--- config.mk ---
export PLATFORM = sky130hd
export DESIGN_NAME = button_to_scancode_encoder
export DESIGN_NICKNAME = d
export VERILOG_FILES = /design/src/rtl/core/bsc_pkg.sv /design/src/rtl/core/bsc_queue.sv /design/src/rtl/core/bsc_front.sv /design/src/rtl/core/bsc_back.sv /design/src/rtl/core/button_to_scancode_encoder.sv
export VERILOG_INCLUDE_DIRS = /design/src /design/src/rtl/core
export SDC_FILE = /design/constraint.sdc
export NUM_CORES = 1
export LEC_CHECK = 0
export ABC_AREA = 1
export BUFFER_PORTS_ARGS = -buffer_cell sky130_fd_sc_hd__buf_2
export CAP_MARGIN = 40
export CELL_PAD_IN_SITES_DETAIL_PLACEMENT = 0
export CELL_PAD_IN_SITES_GLOBAL_PLACEMENT = 1
export CORE_MARGIN = 2
export CORE_UTILIZATION = 40
export CTS_CLUSTER_DIAMETER = 80
export DETAILED_ROUTE_END_ITERATION = 8
export PLACE_DENSITY = 0.67
export RECOVER_POWER = 100
export SLEW_MARGIN = 20
export SYNTH_ARGS = -nofsm -noshare
export SYNTH_HDL_FRONTEND = slang
export SYNTH_SLANG_ARGS = --single-unit
export TNS_END_PERCENT = 5
--- constraint.sdc ---
create_clock -name clk -period 2.45 [get_ports clk]
set_input_delay 0.1225 -clock clk [delete_from_list [all_inputs] [get_ports clk]]
set_output_delay 0.1225 -clock clk [all_outputs]
set_load 0.005 [all_outputs]
--- src/rtl/core/assert_macros.svh ---
// assertion macros shared by the rtl files
// no dependencies
`ifndef ASSERT_MACROS_SVH
`define ASSERT_MACROS_SVH

// condition must hold on every clock out of reset
`define ASSERT_ALWAYS(lbl, clk, rst_n, cond) \
	lbl: assert property (@(posedge clk) disable iff (!rst_n) (cond)) \
		else $error("assertion failed");

// consequent must hold in the same cycle as the antecedent
`define ASSERT_IMPLIES(lbl, clk, rst_n, ante, cons) \
	lbl: assert property (@(posedge clk) disable iff (!rst_n) (ante) |-> (cons)) \
		else $error("assertion failed");

// consequent must hold in the cycle after the antecedent
`define ASSERT_NEXT(lbl, clk, rst_n, ante, cons) \
	lbl: assert property (@(posedge clk) disable iff (!rst_n) (ante) |=> (cons)) \
		else $error("assertion failed");

`endif

--- src/rtl/core/bsc_pkg.sv ---
// types, key codes and the character code table of the button encoder
// no dependencies
package bsc_pkg;

	localparam int CODE_COUNT_DEF = 48;
	localparam int POS_W          = 6;
	localparam int CODE_W         = 7;
	localparam int MASK_W         = 7;

	// key codes
	localparam logic [CODE_W-1:0] KEY_ENTER  = 7'd28;
	localparam logic [CODE_W-1:0] KEY_ESC    = 7'd15;
	localparam logic [CODE_W-1:0] KEY_UP     = 7'd103;
	localparam logic [CODE_W-1:0] KEY_DOWN   = 7'd108;
	localparam logic [CODE_W-1:0] KEY_RIGHT  = 7'd106;
	localparam logic [CODE_W-1:0] KEY_LEFT   = 7'd105;
	localparam logic [CODE_W-1:0] KEY_DELETE = 7'h53;
	localparam logic [CODE_W-1:0] KEY_SHIFT  = 7'h2a;
	localparam logic [CODE_W-1:0] KEY_SPACE  = 7'h39;
	localparam logic [CODE_W-1:0] KEY_CTRL   = 7'h1d;
	localparam logic [CODE_W-1:0] KEY_C      = 7'h2e;
	localparam logic [CODE_W-1:0] KEY_NONE   = 7'd0;

	// button slots of the plain mask, in emit order
	localparam logic [2:0] BTN_OK    = 3'd0;
	localparam logic [2:0] BTN_ESC   = 3'd1;
	localparam logic [2:0] BTN_UP    = 3'd2;
	localparam logic [2:0] BTN_DOWN  = 3'd3;
	localparam logic [2:0] BTN_RIGHT = 3'd4;
	localparam logic [2:0] BTN_LEFT  = 3'd5;
	localparam logic [2:0] BTN_POWER = 3'd6;

	// character table; positions past the list read as zero
	localparam logic [CODE_W-1:0] CODE_TABLE [64] = '{
		7'h1e, 7'h30, 7'h2e, 7'h20, 7'h12, 7'h21, 7'h22, 7'h23,
		7'h17, 7'h24, 7'h25, 7'h26, 7'h32, 7'h31, 7'h18, 7'h19,
		7'h10, 7'h13, 7'h1f, 7'h14, 7'h16, 7'h2f, 7'h11, 7'h2d,
		7'h15, 7'h2c, 7'h39, 7'h02, 7'h03, 7'h04, 7'h05, 7'h06,
		7'h07, 7'h08, 7'h09, 7'h0a, 7'h0b, 7'h29, 7'h0c, 7'h0d,
		7'h1a, 7'h1b, 7'h27, 7'h28, 7'h2b, 7'h33, 7'h34, 7'h35,
		7'h00, 7'h00, 7'h00, 7'h00, 7'h00, 7'h00, 7'h00, 7'h00,
		7'h00, 7'h00, 7'h00, 7'h00, 7'h00, 7'h00, 7'h00, 7'h00
	};

	// sequence kinds handed from front to back
	typedef enum logic [2:0] {
		SEQ_PLAIN   = 3'd0,
		SEQ_REPLAY  = 3'd1,
		SEQ_TAP     = 3'd2,
		SEQ_TAP_TWO = 3'd3,
		SEQ_POWER   = 3'd4
	} seq_kind_t;

	typedef struct packed {
		seq_kind_t         kind;
		logic [MASK_W-1:0] mask;       // plain: pressed buttons by slot
		logic [CODE_W-1:0] code;       // replay: table code, tap: key code
		logic              caps_evt;   // replay: position wrapped
		logic              caps_down;  // replay: shift press when set
	} seq_desc_t;

	// key code of a plain button slot
	function automatic logic [CODE_W-1:0] plain_code(input logic [2:0] slot);
		logic [CODE_W-1:0] c;
		case (slot)
			BTN_OK:    c = KEY_ENTER;
			BTN_ESC:   c = KEY_ESC;
			BTN_UP:    c = KEY_UP;
			BTN_DOWN:  c = KEY_DOWN;
			BTN_RIGHT: c = KEY_RIGHT;
			BTN_LEFT:  c = KEY_LEFT;
			default:   c = KEY_NONE;
		endcase
		return c;
	endfunction

endpackage

--- src/rtl/core/bsc_queue.sv ---
// two-entry queue of sequence descriptors between front and back
// depends on bsc_pkg
module bsc_queue (
	input  logic               clk,
	input  logic               arst_n,
	input  logic               push,
	input  bsc_pkg::seq_desc_t wdata,
	output logic               full,
	input  logic               pop,
	output bsc_pkg::seq_desc_t rdata,
	output logic               empty
);
	import bsc_pkg::*;

	seq_desc_t  mem_q [2];
	logic       wr_ptr_q;
	logic       rd_ptr_q;
	logic [1:0] count_q;
	logic       do_push;
	logic       do_pop;

	assign full    = (count_q == 2'd2);
	assign empty   = (count_q == 2'd0);
	assign do_push = push && !full;
	assign do_pop  = pop && !empty;
	assign rdata   = mem_q[rd_ptr_q];

	// pointers and fill count
	always_ff @(posedge clk or negedge arst_n) begin
		if (!arst_n) begin
			wr_ptr_q <= 1'b0;
			rd_ptr_q <= 1'b0;
			count_q  <= 2'd0;
		end else begin
			if (do_push) wr_ptr_q <= ~wr_ptr_q;
			if (do_pop) rd_ptr_q <= ~rd_ptr_q;
			if (do_push && !do_pop) count_q <= count_q + 2'd1;
			else if (do_pop && !do_push) count_q <= count_q - 2'd1;
		end
	end

	// storage
	always_ff @(posedge clk) begin
		if (do_push) mem_q[wr_ptr_q] <= wdata;
	end

endmodule

--- src/rtl/core/bsc_front.sv ---
// front: takes poll transactions, keeps position and caps state, classifies
// depends on bsc_pkg and assert_macros.svh
`include "assert_macros.svh"
module bsc_front #(
	parameter int CODE_COUNT = bsc_pkg::CODE_COUNT_DEF
) (
	input  logic               clk,
	input  logic               arst_n,
	input  logic               push,
	output logic               full,
	input  logic [7:0]         button_bits_low,
	input  logic [7:0]         button_bits_high,
	output logic               q_push,
	input  logic               q_full,
	output bsc_pkg::seq_desc_t q_desc
);
	import bsc_pkg::*;

	localparam logic [POS_W-1:0] LAST_POS = POS_W'(CODE_COUNT - 1);

	logic [POS_W-1:0] char_position_q;
	logic             caps_active_q;
	logic [POS_W-1:0] pos_d;
	logic             caps_d;
	logic             accept;
	logic             has_results;
	logic             wrap;
	seq_desc_t        desc;

	assign full   = q_full;
	assign accept = push && !q_full;
	assign q_push = accept && has_results;
	assign q_desc = desc;

	// classify the poll and work out the next position
	always_comb begin
		desc        = '0;
		desc.kind   = SEQ_PLAIN;
		has_results = 1'b0;
		pos_d       = char_position_q;
		caps_d      = caps_active_q;
		wrap        = 1'b0;
		if (button_bits_high[4]) begin
			if (button_bits_low[4]) begin
				desc.kind      = SEQ_REPLAY;
				desc.code      = CODE_TABLE[char_position_q];
				wrap           = (char_position_q >= LAST_POS);
				pos_d          = wrap ? '0 : char_position_q + POS_W'(1);
				has_results    = 1'b1;
			end else if (button_bits_low[5]) begin
				desc.kind      = SEQ_REPLAY;
				desc.code      = CODE_TABLE[char_position_q];
				wrap           = (char_position_q == '0);
				pos_d          = wrap ? LAST_POS : char_position_q - POS_W'(1);
				has_results    = 1'b1;
			end else if (button_bits_low[6]) begin
				desc.kind   = SEQ_TAP;
				desc.code   = KEY_RIGHT;
				has_results = 1'b1;
			end else if (button_bits_low[7]) begin
				desc.kind   = SEQ_TAP;
				desc.code   = KEY_LEFT;
				has_results = 1'b1;
			end else if (button_bits_low[2]) begin
				desc.kind   = SEQ_TAP;
				desc.code   = KEY_SPACE;
				has_results = 1'b1;
			end else if (button_bits_low[3]) begin
				desc.kind   = SEQ_TAP_TWO;
				has_results = 1'b1;
			end else if (button_bits_high[7]) begin
				desc.kind   = SEQ_POWER;
				has_results = 1'b1;
			end
			if (wrap) begin
				desc.caps_evt  = 1'b1;
				desc.caps_down = ~caps_active_q;
				caps_d         = ~caps_active_q;
			end
		end else begin
			desc.mask   = {button_bits_high[7], button_bits_low[7:2]};
			has_results = (desc.mask != '0);
		end
	end

	// kept state
	always_ff @(posedge clk or negedge arst_n) begin
		if (!arst_n) begin
			char_position_q <= '0;
			caps_active_q   <= 1'b0;
		end else if (accept) begin
			char_position_q <= pos_d;
			caps_active_q   <= caps_d;
		end
	end

	`ASSERT_ALWAYS(a_pos_in_range, clk, arst_n, char_position_q <= LAST_POS)

endmodule

--- src/rtl/core/bsc_back.sv ---
// back: a descriptor's key events to the result register, one per cycle unless stalled
// depends on bsc_pkg and assert_macros.svh
`include "assert_macros.svh"
module bsc_back (
	input  logic               clk,
	input  logic               arst_n,
	input  logic               q_empty,
	output logic               q_pop,
	input  bsc_pkg::seq_desc_t q_desc,
	input  logic               pop,
	output logic               empty,
	output logic [6:0]         scancode,
	output logic               key_down,
	output logic               reset_request,
	output logic               last
);
	import bsc_pkg::*;

	seq_desc_t         desc_q;
	logic              busy_q;
	logic [MASK_W-1:0] mask_q;
	logic [2:0]        step_q;
	logic              phase_q;
	logic              out_valid_q;
	logic [CODE_W-1:0] scancode_q;
	logic              key_down_q;
	logic              reset_request_q;
	logic              last_q;

	logic              adv;
	logic [CODE_W-1:0] ev_code;
	logic              ev_down;
	logic              ev_rst;
	logic              ev_last;
	logic [MASK_W-1:0] mask_next;
	logic              phase_next;
	logic [2:0]        cur_slot;
	logic [2:0]        last_step;

	assign q_pop = !busy_q && !q_empty;
	assign adv   = busy_q && (!out_valid_q || pop);

	assign empty         = !out_valid_q;
	assign scancode      = scancode_q;
	assign key_down      = key_down_q;
	assign reset_request = reset_request_q;
	assign last          = last_q;

	// event at the current step
	always_comb begin
		ev_code    = KEY_NONE;
		ev_down    = 1'b0;
		ev_rst     = 1'b0;
		ev_last    = 1'b0;
		mask_next  = mask_q;
		phase_next = phase_q;
		cur_slot   = BTN_POWER;
		last_step  = 3'd1;
		for (int i = MASK_W - 1; i >= 0; i--) begin
			if (mask_q[i]) cur_slot = 3'(i);
		end
		case (desc_q.kind)
			SEQ_PLAIN: begin
				if (cur_slot == BTN_POWER) begin
					ev_rst              = 1'b1;
					mask_next[cur_slot] = 1'b0;
				end else begin
					ev_code = plain_code(cur_slot);
					ev_down = ~phase_q;
					if (phase_q) begin
						mask_next[cur_slot] = 1'b0;
						phase_next          = 1'b0;
					end else begin
						phase_next = 1'b1;
					end
				end
				ev_last = (mask_next == '0);
			end
			SEQ_REPLAY: begin
				last_step = desc_q.caps_evt ? 3'd6 : 3'd5;
				ev_down   = ~step_q[0];
				case (step_q[2:1])
					2'd0:    ev_code = KEY_DELETE;
					2'd1:    ev_code = desc_q.code;
					2'd2:    ev_code = KEY_LEFT;
					default: begin
						ev_code = KEY_SHIFT;
						ev_down = desc_q.caps_down;
					end
				endcase
				ev_last = (step_q == last_step);
			end
			SEQ_TAP: begin
				ev_code = desc_q.code;
				ev_down = ~step_q[0];
				ev_last = (step_q == last_step);
			end
			SEQ_TAP_TWO: begin
				last_step = 3'd3;
				ev_code   = step_q[1] ? KEY_DELETE : KEY_LEFT;
				ev_down   = ~step_q[0];
				ev_last   = (step_q == last_step);
			end
			SEQ_POWER: begin
				// ctrl down, c down, c up, ctrl up
				last_step = 3'd3;
				ev_code   = (step_q[0] ^ step_q[1]) ? KEY_C : KEY_CTRL;
				ev_down   = ~step_q[1];
				ev_last   = (step_q == last_step);
			end
			default: begin
				ev_last = 1'b1;
			end
		endcase
	end

	// control: busy flag and result-register valid
	always_ff @(posedge clk or negedge arst_n) begin
		if (!arst_n) begin
			busy_q      <= 1'b0;
			out_valid_q <= 1'b0;
		end else begin
			if (q_pop) busy_q <= 1'b1;
			else if (adv && ev_last) busy_q <= 1'b0;
			if (adv) out_valid_q <= 1'b1;
			else if (pop) out_valid_q <= 1'b0;
		end
	end

	// descriptor, progress and result payload
	always_ff @(posedge clk) begin
		if (q_pop) begin
			desc_q  <= q_desc;
			mask_q  <= q_desc.mask;
			step_q  <= 3'd0;
			phase_q <= 1'b0;
		end else if (adv) begin
			mask_q  <= mask_next;
			step_q  <= step_q + 3'd1;
			phase_q <= phase_next;
		end
		if (adv) begin
			scancode_q      <= ev_code;
			key_down_q      <= ev_down;
			reset_request_q <= ev_rst;
			last_q          <= ev_last;
		end
	end

	`ASSERT_IMPLIES(a_plain_has_work, clk, arst_n, busy_q && desc_q.kind == SEQ_PLAIN, mask_q != '0)
	`ASSERT_IMPLIES(a_step_bound, clk, arst_n, busy_q && desc_q.kind != SEQ_PLAIN, step_q <= 3'd6)
	`ASSERT_NEXT(a_result_held, clk, arst_n, out_valid_q && !pop, out_valid_q && $stable(scancode_q))

endmodule

--- src/rtl/core/button_to_scancode_encoder.sv ---
// Button-to-scancode encoder. A poll transaction is taken in any cycle the descriptor queue has room.
// A poll's first result goes through the queue storage, the back-end descriptor and the result register.
// The back end emits one result per cycle while the result register is free or popped, after loading
// each poll's descriptor from the queue; a poll gives up to 13 results, and two polls can wait in the queue.
// Reset (arst_n low) clears position, caps flag, queue and result register; no clearing pass.
module button_to_scancode_encoder #(
	parameter int CODE_COUNT = bsc_pkg::CODE_COUNT_DEF
) (
	input  logic       clk,
	input  logic       arst_n,
	input  logic       push,
	output logic       full,
	input  logic [7:0] button_bits_low,
	input  logic [7:0] button_bits_high,
	output logic       empty,
	input  logic       pop,
	output logic [6:0] scancode,
	output logic       key_down,
	output logic       reset_request,
	output logic       last
);
	import bsc_pkg::*;

	logic      q_push;
	logic      q_full;
	logic      q_pop;
	logic      q_empty;
	seq_desc_t q_wdata;
	seq_desc_t q_rdata;

	// classifier and kept state
	bsc_front #(
		.CODE_COUNT(CODE_COUNT)
	) u_front (
		.clk              (clk),
		.arst_n           (arst_n),
		.push             (push),
		.full             (full),
		.button_bits_low  (button_bits_low),
		.button_bits_high (button_bits_high),
		.q_push           (q_push),
		.q_full           (q_full),
		.q_desc           (q_wdata)
	);

	// decoupling queue
	bsc_queue u_queue (
		.clk    (clk),
		.arst_n (arst_n),
		.push   (q_push),
		.wdata  (q_wdata),
		.full   (q_full),
		.pop    (q_pop),
		.rdata  (q_rdata),
		.empty  (q_empty)
	);

	// event sequencer and result register
	bsc_back u_back (
		.clk           (clk),
		.arst_n        (arst_n),
		.q_empty       (q_empty),
		.q_pop         (q_pop),
		.q_desc        (q_rdata),
		.pop           (pop),
		.empty         (empty),
		.scancode      (scancode),
		.key_down      (key_down),
		.reset_request (reset_request),
		.last          (last)
	);

endmodule

==> flow_summary.ini, run 1 <==
[status]
outcome = finished, final reports clean

[synth]
synth_edf_count = 67
ys_seq_area_frac = 0.534
synthesis.area_sq_um = 4530
avgSynthCellArea_sq_um = 9.07
synth_top_flop_cell = edfxtp_1
synth_nets = 532
ys_types = 44
syn_inst = 499
ys_seq_elements = 84
async_flop_share = 0.155
yosysWarnings = 0

[clocking]
cts.repair.resized = 0
clk_pin_slew_ns = 0.06
cts_sinks = 84
postCtsSetupBuffers = 0
cts_buffer_depth = 2
cts_tree = done
cts_buffers = 9
clk-insertion-delay-late_ns = 0.34
ctsHtreeMaxLevel = 3
root_buffer = clkbuf_16

[finish]
areaGrowthSynthToFinish_pct = 10.1
antenna_cells = 0
drive_gt1_frac = 0.104
fin_nets = 566
nFillCells = 1112

[timing]
fin_crit_ns = 2.12
fin_worst_skew_ns = 0.00461
fin_tns_setup_ns = 0
timing.final.crit_share = 0.867
relSlewSlack = 0.369
final_hold_viol_count = 0
tightest_slew_ns = 0.946
setup_violations = 0
max_freq_mhz = 471
slew_viol_final = 0
rsz0062_at_grt = false

[floorplanning]
num_rows = 38
die_h_um = 110
start_util = 0.414
fp.coreArea_sq_um = 10900
die_w_um = 110
fp.dieArea_sq_um = 12200
io-pin-count = 32

[global_route]
globalRouteTotalUtil = 0.192
gr-total-overflow = 0
grt_pass1_wl_um = 17100
antenna_found_initial = 0
grt_max_degree = 29
grt_pass1_vias = 3412

[worst_setup_path]
cp.arrival_ns = 2.11
critPathLaunch = u_queue.count_q[1]
startpoint_type = register
r2r_start = u_queue.count_q[1]
crit_type = register to register
crit_required_ns = 2.43
crit_path_end_kind = register
critPathMaxFanout = 20

[power_and_ir_drop]
powerDensity_nw_per_um2 = 1320
ir_worst_vdd_mv = 0.494
finalPower_w = 0.00659
clockPowerShare = 0.182
seq_power_share = 0.401
p_comb_frac = 0.417
internal-power_w = 0.00384
power_switching_w = 0.00275
swShare = 0.418
p_leak_nw = 2.07

[worst_hold_path]
hold_path.class = primary input to register
hp-start = pop

[placed_design]
io_buffers = 23
dp.final_hpwl_um = 7950
place_congestion = 0.902

[routing]
drtAntennaViolNets = 0
vias_per_cell = 5.14
wl_um = 10400
drc = 0
first_pass_iters = 4
via_count = 3478
wl_per_cell_um = 15.4
drt_iter0_markers = 176

[job]
drv_cap = 0
worst max-delay path, cell delays in order, from the launching register on:
cell	delay (ns)
dfrtp_1	0.37
inv_1	0.13
o21ai_0	0.19
a31oi_1	0.36
clkinv_1	0.17
nor2_2	0.10
clkbuf_2	0.43
path summary, 6_finish.rpt:
kind | endpoint | slack (ns) | cells past startpoint
min in group asynchronous | u_front.char_position_q[0] | 0.37 | 2
max in group asynchronous | u_back.out_valid_q | 1.58 | 2
setup reg to reg | u_queue.mem_q[1][2] | 0.33 | 6
hold / removal | u_back.out_valid_q | 0.09 | 3
hold reg to reg | u_front.caps_active_q | 0.47 | 1
setup / recovery | u_queue.mem_q[1][2] | 0.33 | 6
through the flow:
step / hold slack (ns) / area, sq um / worst slack [ns] / util / instances
after global routing: 0.123 / 4990 / 0.104 / 0.456 / 677
final: 0.0851 / 4990 / 0.326 / 0.456 / 677
after CTS: 0.0346 / 5100 / 0.473 / 0.466 / 677
after floorplan: -0.173 / 4530 / 0.256 / - / 499
after global placement: 0.0355 / 4830 / 0.486 / 0.442 / 661
after detailed placement: 0.0423 / 4830 / 0.494 / 0.442 / 661
synthesized netlist by cell type, types with 3 or more instances:
| library cell | number | share of area |
|---|---|---|
| buf_2 | 3 | 0.0033 |
| nor3_1 | 6 | 0.0066 |
| o21ai_2 | 3 | 0.0058 |
| inv_2 | 12 | 0.0099 |
| inv_1 | 47 | 0.039 |
| ha_1 | 13 | 0.036 |
| dfrtp_1 | 13 | 0.072 |
| o21ai_1 | 3 | 0.0033 |
| a31oi_1 | 14 | 0.019 |
| nand3_1 | 22 | 0.024 |
| a21oi_1 | 32 | 0.035 |
| dfxtp_1 | 4 | 0.018 |
| clkbuf_1 | 4 | 0.0033 |
| edfxtp_1 | 67 | 0.44 |
| xor2_1 | 5 | 0.0097 |
| nor2_2 | 10 | 0.014 |
| nand4_1 | 4 | 0.0055 |
| o2111ai_1 | 5 | 0.0097 |
| nand2_1 | 127 | 0.11 |
| nor2_1 | 40 | 0.033 |
| o211ai_1 | 5 | 0.0083 |
| o21ai_0 | 26 | 0.029 |
| a22oi_1 | 4 | 0.0066 |
logic make-up (layout without fill, tap and decap cells):
logic type | after synthesis | after routing | share of synthesized area
AND/OR/NAND/NOR | 223 | 223 | 0.220
AO/OA/AOI/OAI | 101 | 101 | 0.135
flip-flops | 84 | 84 | 0.534
buffers and inverters | 72 | 110 | 0.0644
adder cells (fa/ha/maj) | 13 | 13 | 0.0359
XOR/XNOR | 6 | 6 | 0.0116
layer usage:
| layer | vias to the layer above | GRT usage | routed length, um |
|---|---|---|---|
| met5 | - | 0 | 0 |
| met4 | 0 | 0.120 | 478 |
| met3 | 32 | 0.0423 | 416 |
| met2 | 75 | 0.314 | 4960 |
| met1 | 1601 | 0.228 | 4550 |
| li1 | 1770 | - | - |
layout by cell type (no fill, tap or decap), types with 7 or more instances in the layout:
| cell type | synthesis | final |
|---|---|---|
| a31oi_1 | 14 | 14 |
| ha_1 | 13 | 13 |
| nand2_1 | 127 | 128 |
| inv_1 | 47 | 51 |
| clkbuf_1 | 4 | 14 |
| nor2_1 | 40 | 44 |
| a21oi_1 | 32 | 33 |
| nor3_1 | 6 | 7 |
| clkbuf_16 | 0 | 9 |
| o21ai_0 | 26 | 29 |
| nand3_1 | 22 | 23 |
| dfrtp_1 | 13 | 13 |
| inv_2 | 12 | 7 |
| nor2_2 | 10 | 9 |
| buf_2 | 3 | 11 |
| edfxtp_1 | 67 | 67 |
power by group through the flow:
| stage | registers (W) | logic, W | clock network, W |
|---|---|---|---|
| final | 0.00264 | 0.00275 | 0.00120 |
| after floorplan | 0.00257 | 0.00212 | 0 |
| after global routing | 0.00272 | 0.00320 | 0.00129 |
| after global placement | 0.00268 | 0.00288 | 0 |
| after CTS | 0.00265 | 0.00290 | 0.00124 |
| after detailed placement | 0.00268 | 0.00288 | 0 |
state kept, by name, indices dropped and copies added, names as in the netlist, 2 cells and up:
name	count
u_back.mask_q	7
u_queue.count_q	2
u_back.step_q	3
u_back.scancode	7
u_queue.mem_q	38
u_front.char_position_q	6
u_back.desc_q	12
cell type report:
cell class	count	area (sq um)	share of cell area
sequential	84	2420	0.485
clock buffer	9	225	0.0452
tap	140	175	0.0351
clock inverter	6	32.5	0.00652
multi-input combinational	343	1740	0.349
timing repair buffer	33	160	0.0321
inverter	62	235	0.0472
what timing repair did:
item	CTS	global route
endpoints found under the hold margin	13	0
hold buffers	1	0
setup endpoints to repair	0	0
Note: power is estimated with default switching activity, not from simulation.
==> run 2, diff against run 1 <==
==> constraint.sdc (replaced) <==
create_clock -name clk -period 2.45 [get_ports clk]
set_input_delay 0.245 -clock clk [delete_from_list [all_inputs] [get_ports clk]]
set_output_delay 0.245 -clock clk [all_outputs]
set_load 0.005 [all_outputs]
==> flow_summary.ini, run 2 (synthesized netlist as in run 1, its figures left out) <==
[placed_design]
place_congestion = 0.885
dpl_worst_slack_ns = 0.399
dp.final_hpwl_um = 7740
io_buffers = 23

[power_and_ir_drop]
swShare = 0.417
ir_worst_vdd_mv = 0.420
internal-power_w = 0.00386
clockPowerShare = 0.183
powerDensity_nw_per_um2 = 1320
p_comb_frac = 0.413
seq_power_share = 0.404
power_switching_w = 0.00276
p_leak_nw = 2.08

[finish]
layout_commonest_cell = nand2_1
regMostFlops = u_queue.mem_q
areaGrowthSynthToFinish_pct = 10.5
top_regs = u_queue.mem_q x38, u_back.desc_q x12
antenna_cells = 0
drive_gt1_frac = 0.106
largest_reg_flops = 38
fin_nets = 566
nFillCells = 1065
final_cell_mix = nand2_1 (128), edfxtp_1 (67), inv_1 (51)

[timing]
fin_ws_ns = 0.341
max_freq_mhz = 474
final_hold_viol_count = 0
rsz0062_at_grt = false
relSlewSlack = 0.330
fin_tns_setup_ns = 0
tightest_slew_ns = 1.01
setup_violations = 0
fin_crit_ns = 2.11
fin_worst_skew_ns = 0.0114
slew_viol_final = 0
timing.final.crit_share = 0.861

[worst_hold_path]
hold_path.class = primary input to register

[clocking]
cts.repair.resized = 0
clk-insertion-delay-late_ns = 0.34
root_buffer = clkbuf_16
cts_sinks = 84
cts_buffers = 9
clk_pin_slew_ns = 0.07
ctsHtreeMaxLevel = 3
postCtsSetupBuffers = 0
cts_buffer_depth = 2
cts_tree = done

[routing]
wl_per_cell_um = 15.1
drtAntennaViolNets = 0
first_pass_iters = 5
vias_per_cell = 5.18
wl_um = 10200
drt_iter0_markers = 273
drc = 0
via_count = 3510

[global_route]
grt_pass1_vias = 3519
globalRouteTotalUtil = 0.187
grt_pass1_wl_um = 17300
antenna_found_initial = 0
gr-total-overflow = 0
grt_max_degree = 29

[worst_setup_path]
startpoint_type = register
crit_type = register to register
crit_path_end_kind = register
crit_required_ns = 2.60
cp.arrival_ns = 2.26
critPathMaxFanout = 7

[floorplanning]
start_util = 0.414
fp.coreArea_sq_um = 10900
num_rows = 38
die_h_um = 110
fp.dieArea_sq_um = 12200
die_w_um = 110
io-pin-count = 32

[job]
drv_cap = 0

[status]
outcome = finished, final reports clean
==> run 2: changes by cell type in the layout (fill, tap and decap cells not counted), sizes merged <==
| cell | previous run | this run |
|---|---|---|
| clkbuf | 27 | 29 |
| clkinvlp | 2 | 0 |
| clkinv | 7 | 6 |
| inv | 59 | 61 |
==> run 2: critical path: stages (launching register included) <==
cell and delay, ns:
dfrtp_1 0.45, inv_1 0.25, ha_1 0.31, nand2_1 0.11, inv_1 0.08, nand3_1 0.17
nand2_1 0.20, nand2_4 0.07, nor3_1 0.26
==> run 2: repair_timing <==
item / 4_1_cts / 5_1_grt
endpoints found under the setup margin: 0 / 0
hold buffers: 1 / 0
hold endpoints to repair: 13 / 0
==> run 2: final timing paths <==
kind | from | slack, ns | cells past startpoint | endpoint
worst max-delay path | u_front.char_position_q[1] | 0.34 | 8 | u_queue.mem_q[0][0]
max in group asynchronous | arst_n | 1.45 | 2 | u_back.busy_q
min in group asynchronous | arst_n | 0.50 | 2 | u_front.char_position_q[0]
worst min register to register | u_front.caps_active_q | 0.47 | 1 | u_front.caps_active_q
worst max register to register | u_front.char_position_q[1] | 0.34 | 8 | u_queue.mem_q[0][0]
worst min-delay path | pop | 0.22 | 3 | u_back.out_valid_q
==> run 2: area by class of cell <==
class	count	area, sq um	share of cell area
Clock inverter	5	27.5	0.00550
Inverter	62	235	0.0470
Sequential cell	84	2420	0.483
Tap cell	140	175	0.0350
Clock buffer	11	233	0.0465
Timing Repair Buffer	33	163	0.0325
Multi-Input combinational cell	343	1750	0.350
==> run 2: power groups by stage <==
stage,registers [W],clock network (W),logic (W)
after detailed placement,0.00271,0,0.00283
after global routing,0.00276,0.00130,0.00316
after floorplan,0.00257,0,0.00212
final,0.00268,0.00121,0.00273
after global placement,0.00270,0,0.00282
after CTS,0.00269,0.00125,0.00284
==> run 2: stage by stage <==
step | util | power, W | instance area, sq um | hold slack (ns) | cells
after floorplan | - | 0.00469 | 4530 | -0.0506 | 499
after global placement | 0.442 | 0.00552 | 4830 | 0.158 | 661
after detailed placement | 0.442 | 0.00554 | 4830 | 0.162 | 661
after CTS | 0.466 | 0.00677 | 5100 | 0.172 | 678
after global routing | 0.457 | 0.00723 | 5000 | 0.293 | 678
final | 0.457 | 0.00662 | 5000 | 0.224 | 678
==> run 2: per-layer routing <==
metal | global-route usage | wire [um] | share of wire
met2 | 0.316 | 4990 | 0.49
met4 | 0.0991 | 340 | 0.033
met3 | 0.0335 | 371 | 0.036
met1 | 0.227 | 4530 | 0.44
met5 | 0 | 0 | 0
